===== src/rtl/core/rpkd_pkg.sv =====
// ----------------------------------------------------------------------------
// rpkd_pkg
// Shared widths, status codes and handshake types for the RSA key derivation.
// ----------------------------------------------------------------------------
`default_nettype none

package rpkd_pkg;

  localparam int unsigned WORD_W          = 32;
  localparam int unsigned PRIME_WIDTH_DEF = 16;
  localparam int unsigned STATUS_W        = 3;

  typedef enum logic [STATUS_W-1:0] {
    STAT_OK          = 3'd0,
    STAT_ZERO_PRIME  = 3'd1,
    STAT_EQUAL_PRIME = 3'd2,
    STAT_ZERO_EXP    = 3'd3,
    STAT_NOT_COPRIME = 3'd4
  } status_e;

  // Completion report of a serial unit.
  typedef struct packed {
    logic done;  // one-cycle pulse
    logic ok;    // result exists (inverse unit only)
  } unit_rsp_t;

endpackage

`default_nettype wire


===== src/rtl/core/rsa_private_key_derivation_top.sv =====
// ----------------------------------------------------------------------------
// rsa_private_key_derivation_top
// Derives modulus, totient and private exponent from two primes and e.
// ----------------------------------------------------------------------------
// One request at a time. Both products come from bit-serial multipliers; the
// inverse then runs a reduction of e plus one serial division per Euclid
// step. A request that stops at an early check (zero prime, equal primes,
// zero e) skips the inverse, and the length of a full derivation is set by
// the number of Euclid steps in the serial division loop. A new request is
// taken while the previous result still waits in the output register.
`default_nettype none

module rsa_private_key_derivation_top #(
  parameter int unsigned PRIME_WIDTH = rpkd_pkg::PRIME_WIDTH_DEF
) (
  input  wire logic                                  clk_i,
  input  wire logic                                  rst_ni,
  input  wire logic                                  s_axis_tvalid,
  output logic                                       s_axis_tready,
  // prime_p, prime_q, pub_exp, zero fill
  input  wire logic [((2*PRIME_WIDTH+32+7)/8)*8-1:0] s_axis_tdata,
  output logic                                       m_axis_tvalid,
  input  wire logic                                  m_axis_tready,
  // key_modulus, totient, priv_exp, status, zero fill
  output logic [103:0]                               m_axis_tdata
);
  import rpkd_pkg::*;

  localparam int unsigned OUT_W = 3*WORD_W + STATUS_W;

  localparam logic [1:0] S_IDLE = 2'd0;
  localparam logic [1:0] S_MUL  = 2'd1;
  localparam logic [1:0] S_INV  = 2'd2;
  localparam logic [1:0] S_OUT  = 2'd3;

  logic [1:0]             state_q, state_d;
  logic [PRIME_WIDTH-1:0] p_q, q_q, in_p, in_q;
  logic [WORD_W-1:0]      e_q, in_e, mod_q, mod_d, tot_q, tot_d, d_q, d_d;
  logic [WORD_W-1:0]      mod_prod, tot_prod, inv_val;
  status_e                st_q, st_d;
  unit_rsp_t              mul_rsp, tmul_rsp, inv_rsp;
  logic                   accept, inv_start, load_out;
  logic                   out_valid_q;
  logic [103:0]           out_data_q;

  assign in_p   = s_axis_tdata[PRIME_WIDTH-1:0];
  assign in_q   = s_axis_tdata[2*PRIME_WIDTH-1:PRIME_WIDTH];
  assign in_e   = s_axis_tdata[2*PRIME_WIDTH+WORD_W-1:2*PRIME_WIDTH];
  assign s_axis_tready = (state_q == S_IDLE);
  assign accept = s_axis_tvalid && s_axis_tready;

  rpkd_mul #(.PRIME_WIDTH(PRIME_WIDTH)) u_mod_mul (
    .clk_i, .rst_ni, .start_i(accept), .a_i(in_p), .b_i(in_q),
    .rsp_o(mul_rsp), .prod_o(mod_prod)
  );

  rpkd_mul #(.PRIME_WIDTH(PRIME_WIDTH)) u_tot_mul (
    .clk_i, .rst_ni, .start_i(accept),
    .a_i(in_p - PRIME_WIDTH'(1)), .b_i(in_q - PRIME_WIDTH'(1)),
    .rsp_o(tmul_rsp), .prod_o(tot_prod)
  );

  rpkd_inv u_inv (
    .clk_i, .rst_ni, .start_i(inv_start), .e_i(e_q), .m_i(tot_prod),
    .rsp_o(inv_rsp), .inv_o(inv_val)
  );

  always_comb begin
    state_d = state_q;
    mod_d = mod_q; tot_d = tot_q; d_d = d_q; st_d = st_q;
    inv_start = 1'b0;
    load_out  = 1'b0;
    unique case (state_q)
      S_IDLE: if (accept) state_d = S_MUL;
      S_MUL: begin
        if (mul_rsp.done) begin
          mod_d = '0; tot_d = '0; d_d = '0;
          if (p_q == '0 || q_q == '0) begin
            st_d = STAT_ZERO_PRIME; state_d = S_OUT;
          end else if (p_q == q_q) begin
            mod_d = mod_prod; st_d = STAT_EQUAL_PRIME; state_d = S_OUT;
          end else if (e_q == '0) begin
            mod_d = mod_prod; tot_d = tot_prod; st_d = STAT_ZERO_EXP;
            state_d = S_OUT;
          end else begin
            mod_d = mod_prod; tot_d = tot_prod; inv_start = 1'b1;
            state_d = S_INV;
          end
        end
      end
      S_INV: begin
        if (inv_rsp.done) begin
          d_d  = inv_rsp.ok ? inv_val : '0;
          st_d = inv_rsp.ok ? STAT_OK : STAT_NOT_COPRIME;
          state_d = S_OUT;
        end
      end
      S_OUT: begin
        if (!out_valid_q || m_axis_tready) begin
          load_out = 1'b1;
          state_d  = S_IDLE;
        end
      end
      default: state_d = S_IDLE;
    endcase
  end

  always_ff @(posedge clk_i or negedge rst_ni) begin
    if (!rst_ni) begin
      state_q     <= S_IDLE;
      out_valid_q <= 1'b0;
    end else begin
      state_q <= state_d;
      if (load_out) out_valid_q <= 1'b1;
      else if (m_axis_tready) out_valid_q <= 1'b0;
    end
  end

  always_ff @(posedge clk_i) begin
    if (accept) begin
      p_q <= in_p;
      q_q <= in_q;
      e_q <= in_e;
    end
    mod_q <= mod_d; tot_q <= tot_d; d_q <= d_d; st_q <= st_d;
    if (load_out) out_data_q <= {(104 - OUT_W)'(0), st_q, d_q, tot_q, mod_q};
  end

  assign m_axis_tvalid = out_valid_q;
  assign m_axis_tdata  = out_data_q;

  // both multipliers run in lockstep
  a_mul_sync: assert property (@(posedge clk_i) disable iff (!rst_ni)
    mul_rsp.done == tmul_rsp.done)
    else $error("multipliers out of step");

  // a valid private exponent lies below the totient
  a_d_range: assert property (@(posedge clk_i) disable iff (!rst_ni)
    (load_out && st_q == STAT_OK) |-> (d_q < tot_q))
    else $error("private exponent not reduced");

  // a zero prime yields an all-zero result
  a_zero_prime: assert property (@(posedge clk_i) disable iff (!rst_ni)
    (load_out && st_q == STAT_ZERO_PRIME) |-> (mod_q == '0 && tot_q == '0 && d_q == '0))
    else $error("zero prime result not cleared");

  // the inverse unit only reports while a derivation waits for it
  a_inv_owner: assert property (@(posedge clk_i) disable iff (!rst_ni)
    inv_rsp.done |-> (state_q == S_INV))
    else $error("stray inverse completion");

endmodule

`default_nettype wire


===== src/rtl/core/rpkd_mul.sv =====
// ----------------------------------------------------------------------------
// rpkd_mul
// Bit-serial shift-add multiplier, one multiplier bit per cycle, 32-bit product.
// ----------------------------------------------------------------------------
`default_nettype none

module rpkd_mul #(
  parameter int unsigned PRIME_WIDTH = rpkd_pkg::PRIME_WIDTH_DEF
) (
  input  wire logic                        clk_i,
  input  wire logic                        rst_ni,
  input  wire logic                        start_i,
  input  wire logic [PRIME_WIDTH-1:0]      a_i,
  input  wire logic [PRIME_WIDTH-1:0]      b_i,
  output rpkd_pkg::unit_rsp_t              rsp_o,
  output logic [rpkd_pkg::WORD_W-1:0]      prod_o
);
  import rpkd_pkg::*;

  localparam int unsigned CNT_W = $clog2(PRIME_WIDTH + 1);

  logic [WORD_W-1:0]      a_q, acc_q;
  logic [PRIME_WIDTH-1:0] b_q;
  logic [CNT_W-1:0]       cnt_q;
  logic                   busy_q, done_q;

  always_ff @(posedge clk_i or negedge rst_ni) begin
    if (!rst_ni) begin
      busy_q <= 1'b0;
      done_q <= 1'b0;
      cnt_q  <= '0;
    end else begin
      done_q <= 1'b0;
      if (start_i) begin
        busy_q <= 1'b1;
        cnt_q  <= '0;
      end else if (busy_q) begin
        cnt_q <= cnt_q + 1'b1;
        if (cnt_q == CNT_W'(PRIME_WIDTH - 1)) begin
          busy_q <= 1'b0;
          done_q <= 1'b1;
        end
      end
    end
  end

  always_ff @(posedge clk_i) begin
    if (start_i) begin
      a_q   <= WORD_W'(a_i);
      b_q   <= b_i;
      acc_q <= '0;
    end else if (busy_q) begin
      if (b_q[0]) acc_q <= acc_q + a_q;
      a_q <= a_q << 1;
      b_q <= b_q >> 1;
    end
  end

  assign rsp_o.done = done_q;
  assign rsp_o.ok   = 1'b1;
  assign prod_o     = acc_q;

endmodule

`default_nettype wire


===== src/rtl/core/rpkd_inv.sv =====
// ----------------------------------------------------------------------------
// rpkd_inv
// Modular inverse by extended Euclid; each quotient is found bit-serially by
// restoring division while q*t1 mod m is built by Horner steps.
// ----------------------------------------------------------------------------
`default_nettype none

module rpkd_inv (
  input  wire logic                        clk_i,
  input  wire logic                        rst_ni,
  input  wire logic                        start_i,
  input  wire logic [rpkd_pkg::WORD_W-1:0] e_i,
  input  wire logic [rpkd_pkg::WORD_W-1:0] m_i,
  output rpkd_pkg::unit_rsp_t              rsp_o,
  output logic [rpkd_pkg::WORD_W-1:0]      inv_o
);
  import rpkd_pkg::*;

  localparam logic [2:0] S_IDLE = 3'd0;
  localparam logic [2:0] S_DIVA = 3'd1;
  localparam logic [2:0] S_DIVB = 3'd2;
  localparam logic [2:0] S_STEP = 3'd3;
  localparam logic [2:0] S_FIN  = 3'd4;

  localparam int unsigned CNT_W = $clog2(WORD_W);

  logic [2:0]        state_q, state_d;
  logic [WORD_W-1:0] r0_q, r1_q, t0_q, t1_q, m_q, dv_q;
  logic [WORD_W-1:0] r0_d, r1_d, t0_d, t1_d, dv_d;
  logic [WORD_W:0]   rem_q, rem_d, acc_q, acc_d;
  logic [CNT_W-1:0]  cnt_q, cnt_d;
  logic              qbit_q, qbit_d, red_q, red_d;
  logic              done_q, done_d, ok_q, ok_d;
  logic [WORD_W:0]   rem_sh, acc_sh, acc_add, t_diff;

  always_comb begin
    state_d = state_q;
    r0_d = r0_q; r1_d = r1_q; t0_d = t0_q; t1_d = t1_q; dv_d = dv_q;
    rem_d = rem_q; acc_d = acc_q; cnt_d = cnt_q; qbit_d = qbit_q; red_d = red_q;
    done_d = 1'b0; ok_d = ok_q;
    rem_sh  = {rem_q[WORD_W-1:0], dv_q[WORD_W-1]};
    acc_sh  = {acc_q[WORD_W-1:0], 1'b0};
    acc_add = acc_q + {1'b0, t1_q};
    t_diff  = ({1'b0, t0_q} >= acc_q) ? {1'b0, t0_q} - acc_q
                                      : {1'b0, t0_q} + {1'b0, m_q} - acc_q;
    unique case (state_q)
      S_IDLE: begin
        if (start_i) begin
          if (m_i == '0) begin
            done_d = 1'b1;
            ok_d   = 1'b0;
          end else begin
            // first pass reduces e modulo m
            dv_d = e_i; r1_d = m_i; rem_d = '0; acc_d = '0;
            cnt_d = '0; red_d = 1'b1; state_d = S_DIVA;
          end
        end
      end
      S_DIVA: begin
        if (rem_sh >= {1'b0, r1_q}) begin
          rem_d = rem_sh - {1'b0, r1_q}; qbit_d = 1'b1;
        end else begin
          rem_d = rem_sh; qbit_d = 1'b0;
        end
        dv_d  = dv_q << 1;
        acc_d = (acc_sh >= {1'b0, m_q}) ? acc_sh - {1'b0, m_q} : acc_sh;
        state_d = S_DIVB;
      end
      S_DIVB: begin
        if (qbit_q)
          acc_d = (acc_add >= {1'b0, m_q}) ? acc_add - {1'b0, m_q} : acc_add;
        cnt_d = cnt_q + 1'b1;
        state_d = (cnt_q == CNT_W'(WORD_W - 1)) ? S_STEP : S_DIVA;
      end
      S_STEP: begin
        if (red_q) begin
          r0_d = m_q;
          r1_d = rem_q[WORD_W-1:0];
          t0_d = '0;
          t1_d = (m_q == WORD_W'(1)) ? '0 : WORD_W'(1);
          red_d = 1'b0;
        end else begin
          r0_d = r1_q;
          r1_d = rem_q[WORD_W-1:0];
          t0_d = t1_q;
          t1_d = t_diff[WORD_W-1:0];
        end
        if (rem_q == '0) begin
          state_d = S_FIN;
        end else begin
          dv_d = r0_d; rem_d = '0; acc_d = '0; cnt_d = '0;
          state_d = S_DIVA;
        end
      end
      S_FIN: begin
        done_d  = 1'b1;
        ok_d    = (r0_q == WORD_W'(1));
        state_d = S_IDLE;
      end
      default: state_d = S_IDLE;
    endcase
  end

  always_ff @(posedge clk_i or negedge rst_ni) begin
    if (!rst_ni) begin
      state_q <= S_IDLE;
      done_q  <= 1'b0;
      red_q   <= 1'b0;
      cnt_q   <= '0;
    end else begin
      state_q <= state_d;
      done_q  <= done_d;
      red_q   <= red_d;
      cnt_q   <= cnt_d;
    end
  end

  always_ff @(posedge clk_i) begin
    r0_q <= r0_d; r1_q <= r1_d; t0_q <= t0_d; t1_q <= t1_d; dv_q <= dv_d;
    rem_q <= rem_d; acc_q <= acc_d; qbit_q <= qbit_d; ok_q <= ok_d;
    if (state_q == S_IDLE && start_i) m_q <= m_i;
  end

  assign rsp_o.done = done_q;
  assign rsp_o.ok   = ok_q;
  assign inv_o      = t0_q;

  // the coefficient never leaves [0, m)
  a_t_range: assert property (@(posedge clk_i) disable iff (!rst_ni)
    (state_q == S_FIN) |-> (t0_q < m_q))
    else $error("inverse coefficient out of range");

  // remainder stays below the divisor after each restoring step
  a_rem_range: assert property (@(posedge clk_i) disable iff (!rst_ni)
    (state_q == S_DIVB) |-> (rem_q < {1'b0, r1_q}))
    else $error("division remainder not reduced");

endmodule

`default_nettype wire


===== config.mk =====
export PLATFORM = sky130hd
export DESIGN_NAME = rsa_private_key_derivation_top
export DESIGN_NICKNAME = d
export VERILOG_FILES = /design/src/rtl/core/rpkd_pkg.sv /design/src/rtl/core/rsa_private_key_derivation_top.sv /design/src/rtl/core/rpkd_mul.sv /design/src/rtl/core/rpkd_inv.sv
export SDC_FILE = /design/constraint.sdc
export NUM_CORES = 2
export LEC_CHECK = 0
export BUFFER_PORTS_ARGS = -buffer_cell sky130_fd_sc_hd__buf_2
export CORE_MARGIN = 4
export CORE_UTILIZATION = 25
export CTS_CLUSTER_DIAMETER = 40
export CTS_CLUSTER_SIZE = 25
export DETAILED_ROUTE_END_ITERATION = 7
export SLEW_MARGIN = 25
export SYNTH_ARGS = -nofsm -noshare
export SYNTH_HDL_FRONTEND = slang
export SYNTH_SLANG_ARGS = --single-unit

===== constraint.sdc =====
create_clock -name clk_i -period 7.7 [get_ports clk_i]
set_clock_uncertainty 0.15 [all_clocks]
set_input_delay 0.77 -clock clk_i [delete_from_list [all_inputs] [get_ports clk_i]]
set_output_delay 0.77 -clock clk_i [all_outputs]
set_load 0.1 [all_outputs]

==> results.md <==
- Number of global-route vias before repair: 31620
- Min-Delay Path Class: in2reg
- Die Wd: 419.9 um
- Effective utilization at floorplan: 25.25%
- Total Routed Length: 125000 um
- Layout cells sized above 1: 10.92%
- Warning count from the yosys run: 0
- Slew Limit Fails: 0
- Slew @ Worst Pin: 1.066 ns
- Via count: 32600
- Post-layout minimum cycle time: 6.394 ns
- Final Power: 21.45 mW
- Placed cell areas: 45730 um2
- GR Util met3: 2.731%
- Clock sink total: 708
- I/O pins: 174
- Total track usage: 13.77%
- Endpoints failing setup: 0
- CTS H-tree depth: 3
- CP Cell Sequence: ha_1, fa_1, a211oi_1, o21a_1, o32ai_2, nand2_1, a31oi_1, o21a_1, o21ai_0, a21oi_1, ha_1, a211oi_1, o21ai_0, a211oi_1, o21ba_2, o221a_2, o31ai_2, a211oi_4, and2_1, mux2i_1, o32ai_1
- Crit path launch: u_inv.acc_q[0]
- R2R Path Start: u_inv.acc_q[0]
- Clock buffer depth: 3
- Crit path DAT: 6.65 ns
- Vias per cell: 4.929
- Hold_ws: 0.04884 ns
- Num CTS Buffers: 98
- Mapped cell area: 42410 um2
- Seq. cell area: 20180 um2
- CTS tree: built
- Core area: 168000 um2
- Remaining antenna violation count: 0
- Yosys reg bits: 708
- CP most frequent cell: a211oi_1
- Met2 Usage GRT: 22.52%
- Port Buffers: 168
- EDFF count, synth: 586
- Wirelength per Cell: 18.90 um
- Largest net degree at the start of global routing: 97
- Setup ws final: 1.306 ns
- DRC Markers: 0
- DRT Pass-1 Iters: 6
- Reg2Reg Setup Slack: 1.31 ns
- Worst vdd ir: 0.2337 mV
- Final hold violations: 0
- Unrepaired setup endpoints after global routing: no
- Die height: 419.9 um
- HPWL after detailed placement: 92530 um
- Setup TNS: 0 ns
- CP endpoint kind: flip-flop
- Startpoint types: flip-flop
- R2r endpoint: u_inv.acc_q[1]
- Dpl cells: 6410
- Maximum clock frequency: 156.4 MHz
- Num rows: 150
- Final instance count without filler cells: 6613
- Max cap viols: 0
- Gp weighted congestion: 0.9047
- Kind of critical path: reg2reg
- Post-CTS sizing: 0
- Crit path to: u_inv.acc_q[1]
- Worst path bufs/invs: 0
- Main synth FF type: edfxtp_1
- Largest stage delay, worst path: 0.69 ns
- P per Cell Area: 434.6 nW/um2
- M1 GR Usage: 18.03%
- Syn_area_per_cell: 10.22 um2
- Design area: 49370 um2
- Place WS: 1.400 ns
- Drt initial violations: 2135
- Area of the multi-input gates: 20650 um2
- WP depth: 21
- Status: complete, no violations
- Crit-path slowest cell: and2_1
- Skew-Pair Late Insertion Delay: 0.75 ns
- Sequential fraction of the synthesis area: 47.56%
- LEAKAGE: 20.00 nW
- CTS Root Buffer Type: clkbuf_16
- Fillers: 17310
- Synth async-reset ratio: 3.672%
- Delay-heaviest family, CP: compound AO/OA/AOI/OAI gates
- Global-route wire length before repair: 188200 um
- Die area: 176300 um2
- Clk slew on worst S/H paths: 0.07 ns
- Yosys cell types: 94
- Initial antenna violation count: 16
- Worst path required time: 7.95 ns
- GRT overflow: 0
- Crit-path max FO: 15
- Nets: 4691
- FF-to-FF path depth: 21
- GRT Max-Usage Layer: met2
- Synth-to-Final Area Change: 16.42%
- Core Util, Final: 29.39%
- Rel. slew slack: 28.91%
- Final Cycle Share: 83.03%
- Post-Syn Instances: 4150
==> timing repair <==
item,4_1_cts,5_1_grt
hold buffers,12,0
hold endpoints to repair,37,0
buffers inserted,0,0
==> state kept, by name, summed over array words and instances, names as in the netlist, 32 cells and up <==
signal,count
u_inv.r0_q,32
d_q,32
u_inv.dv_q,32
e_q,32
u_mod_mul.a_q,32
u_tot_mul.prod_o,32
u_inv.rem_q,33
mod_q,32
u_inv.t1_q,32
u_mod_mul.prod_o,32
u_inv.acc_q,33
tot_q,32
m_axis_tdata,99
u_inv.m_q,32
u_inv.inv_o,32
u_inv.r1_q,32
u_tot_mul.a_q,32
==> power breakdown <==
part | switching, mW | internal, mW | leakage [nW]
clock network | 2.01 | 2.67 | 1.65
registers | 0.739 | 5.38 | 6.76
logic | 6.74 | 3.92 | 11.6
==> how the worst min path moves through the flow <==
| stage | endpoint | slack, ns | depth (start not counted) | startpoint |
|---|---|---|---|---|
| after global routing | e_q[22] | 0.01 | 1 | s_axis_tdata[54] |
| after floorplan | m_axis_tdata[0] | 0.25 | 0 | mod_q[0] |
| final | e_q[17] | 0.05 | 1 | s_axis_tdata[49] |
| after CTS | e_q[20] | 0.0006 | 1 | s_axis_tdata[52] |
| after detailed placement | m_axis_tdata[12] | 0.25 | 0 | mod_q[12] |
| after global placement | m_axis_tdata[49] | 0.25 | 0 | tot_q[17] |
==> cells in the final DEF, fill, tap and decap left out, types with 30 or more instances in the layout <==
| cell type | count |
|---|---|
| buf_4 | 33 |
| and2_1 | 50 |
| ha_1 | 265 |
| a21o_1 | 102 |
| nor3_1 | 103 |
| a21oi_1 | 296 |
| dfxtp_1 | 96 |
| mux2i_1 | 123 |
| clkbuf_16 | 99 |
| or3_1 | 30 |
| nand2b_1 | 48 |
| inv_1 | 280 |
| o21ai_0 | 223 |
| nand2_1 | 436 |
| a211oi_1 | 42 |
| nor4_1 | 62 |
| and3_1 | 103 |
| nand4_1 | 44 |
| buf_2 | 168 |
| o21a_1 | 42 |
| mux2_2 | 35 |
| edfxtp_1 | 586 |
| nor2_1 | 240 |
| nand3_1 | 74 |
| nor2b_1 | 69 |
| xnor2_1 | 144 |
| fa_1 | 38 |
| xor2_1 | 83 |
==> synthesized netlist by cell type (28+ instances only) <==
master / n / area share, %
inv_1: 281 / 2.5
clkbuf_1: 118 / 1.0
fa_1: 38 / 1.8
a211oi_1: 42 / 0.74
o21ai_0: 223 / 2.6
nor2_1: 241 / 2.1
a31oi_1: 28 / 0.41
mux2_2: 35 / 0.93
nand2b_1: 49 / 0.72
nand4_1: 44 / 0.65
o22ai_1: 29 / 0.43
nand3_1: 74 / 0.87
xor2_1: 83 / 1.7
and2_1: 52 / 0.77
nor3_1: 103 / 1.2
a21oi_1: 298 / 3.5
xnor2_1: 144 / 3.0
or3_1: 30 / 0.44
nor4_1: 63 / 0.93
dfxtp_1: 96 / 4.5
nand2_1: 439 / 3.9
nor2b_1: 70 / 1.0
a21o_1: 102 / 1.8
and3_1: 103 / 1.5
mux2i_1: 123 / 2.9
ha_1: 265 / 7.8
o21a_1: 42 / 0.74
edfxtp_1: 586 / 41
==> per-layer routing <==
layer  wire (um)  up-vias
met4        4702        8
met3        7634      228
met2       57760      977
met5          56        -
met1       54810    15800
li1            -    15590
==> area by class of cell <==
cell class | instances | area share [%]
Tap cell | 2204 | 5.586
Clock buffer | 108 | 5.147
Inverter | 283 | 2.167
Multi-Input combinational cell | 3014 | 41.82
Antenna cell | 5 | 0.02534
Clock inverter | 76 | 1.840
Sequential cell | 708 | 40.87
Timing Repair Buffer | 215 | 2.545
==> logic make-up after synthesis <==
logic type	after synthesis	share of synthesized area (%)
adders and majority gates	303	9.613
buffers and inverters	432	3.948
other	1	0.008843
and+or+nand+nor	1333	15.37
DFF	708	47.56
AOI/OAI and AO/OA	988	14.98
xor gates and xnor gates	227	4.688
muxes	158	3.833
Power figures use the tool's default switching activity.
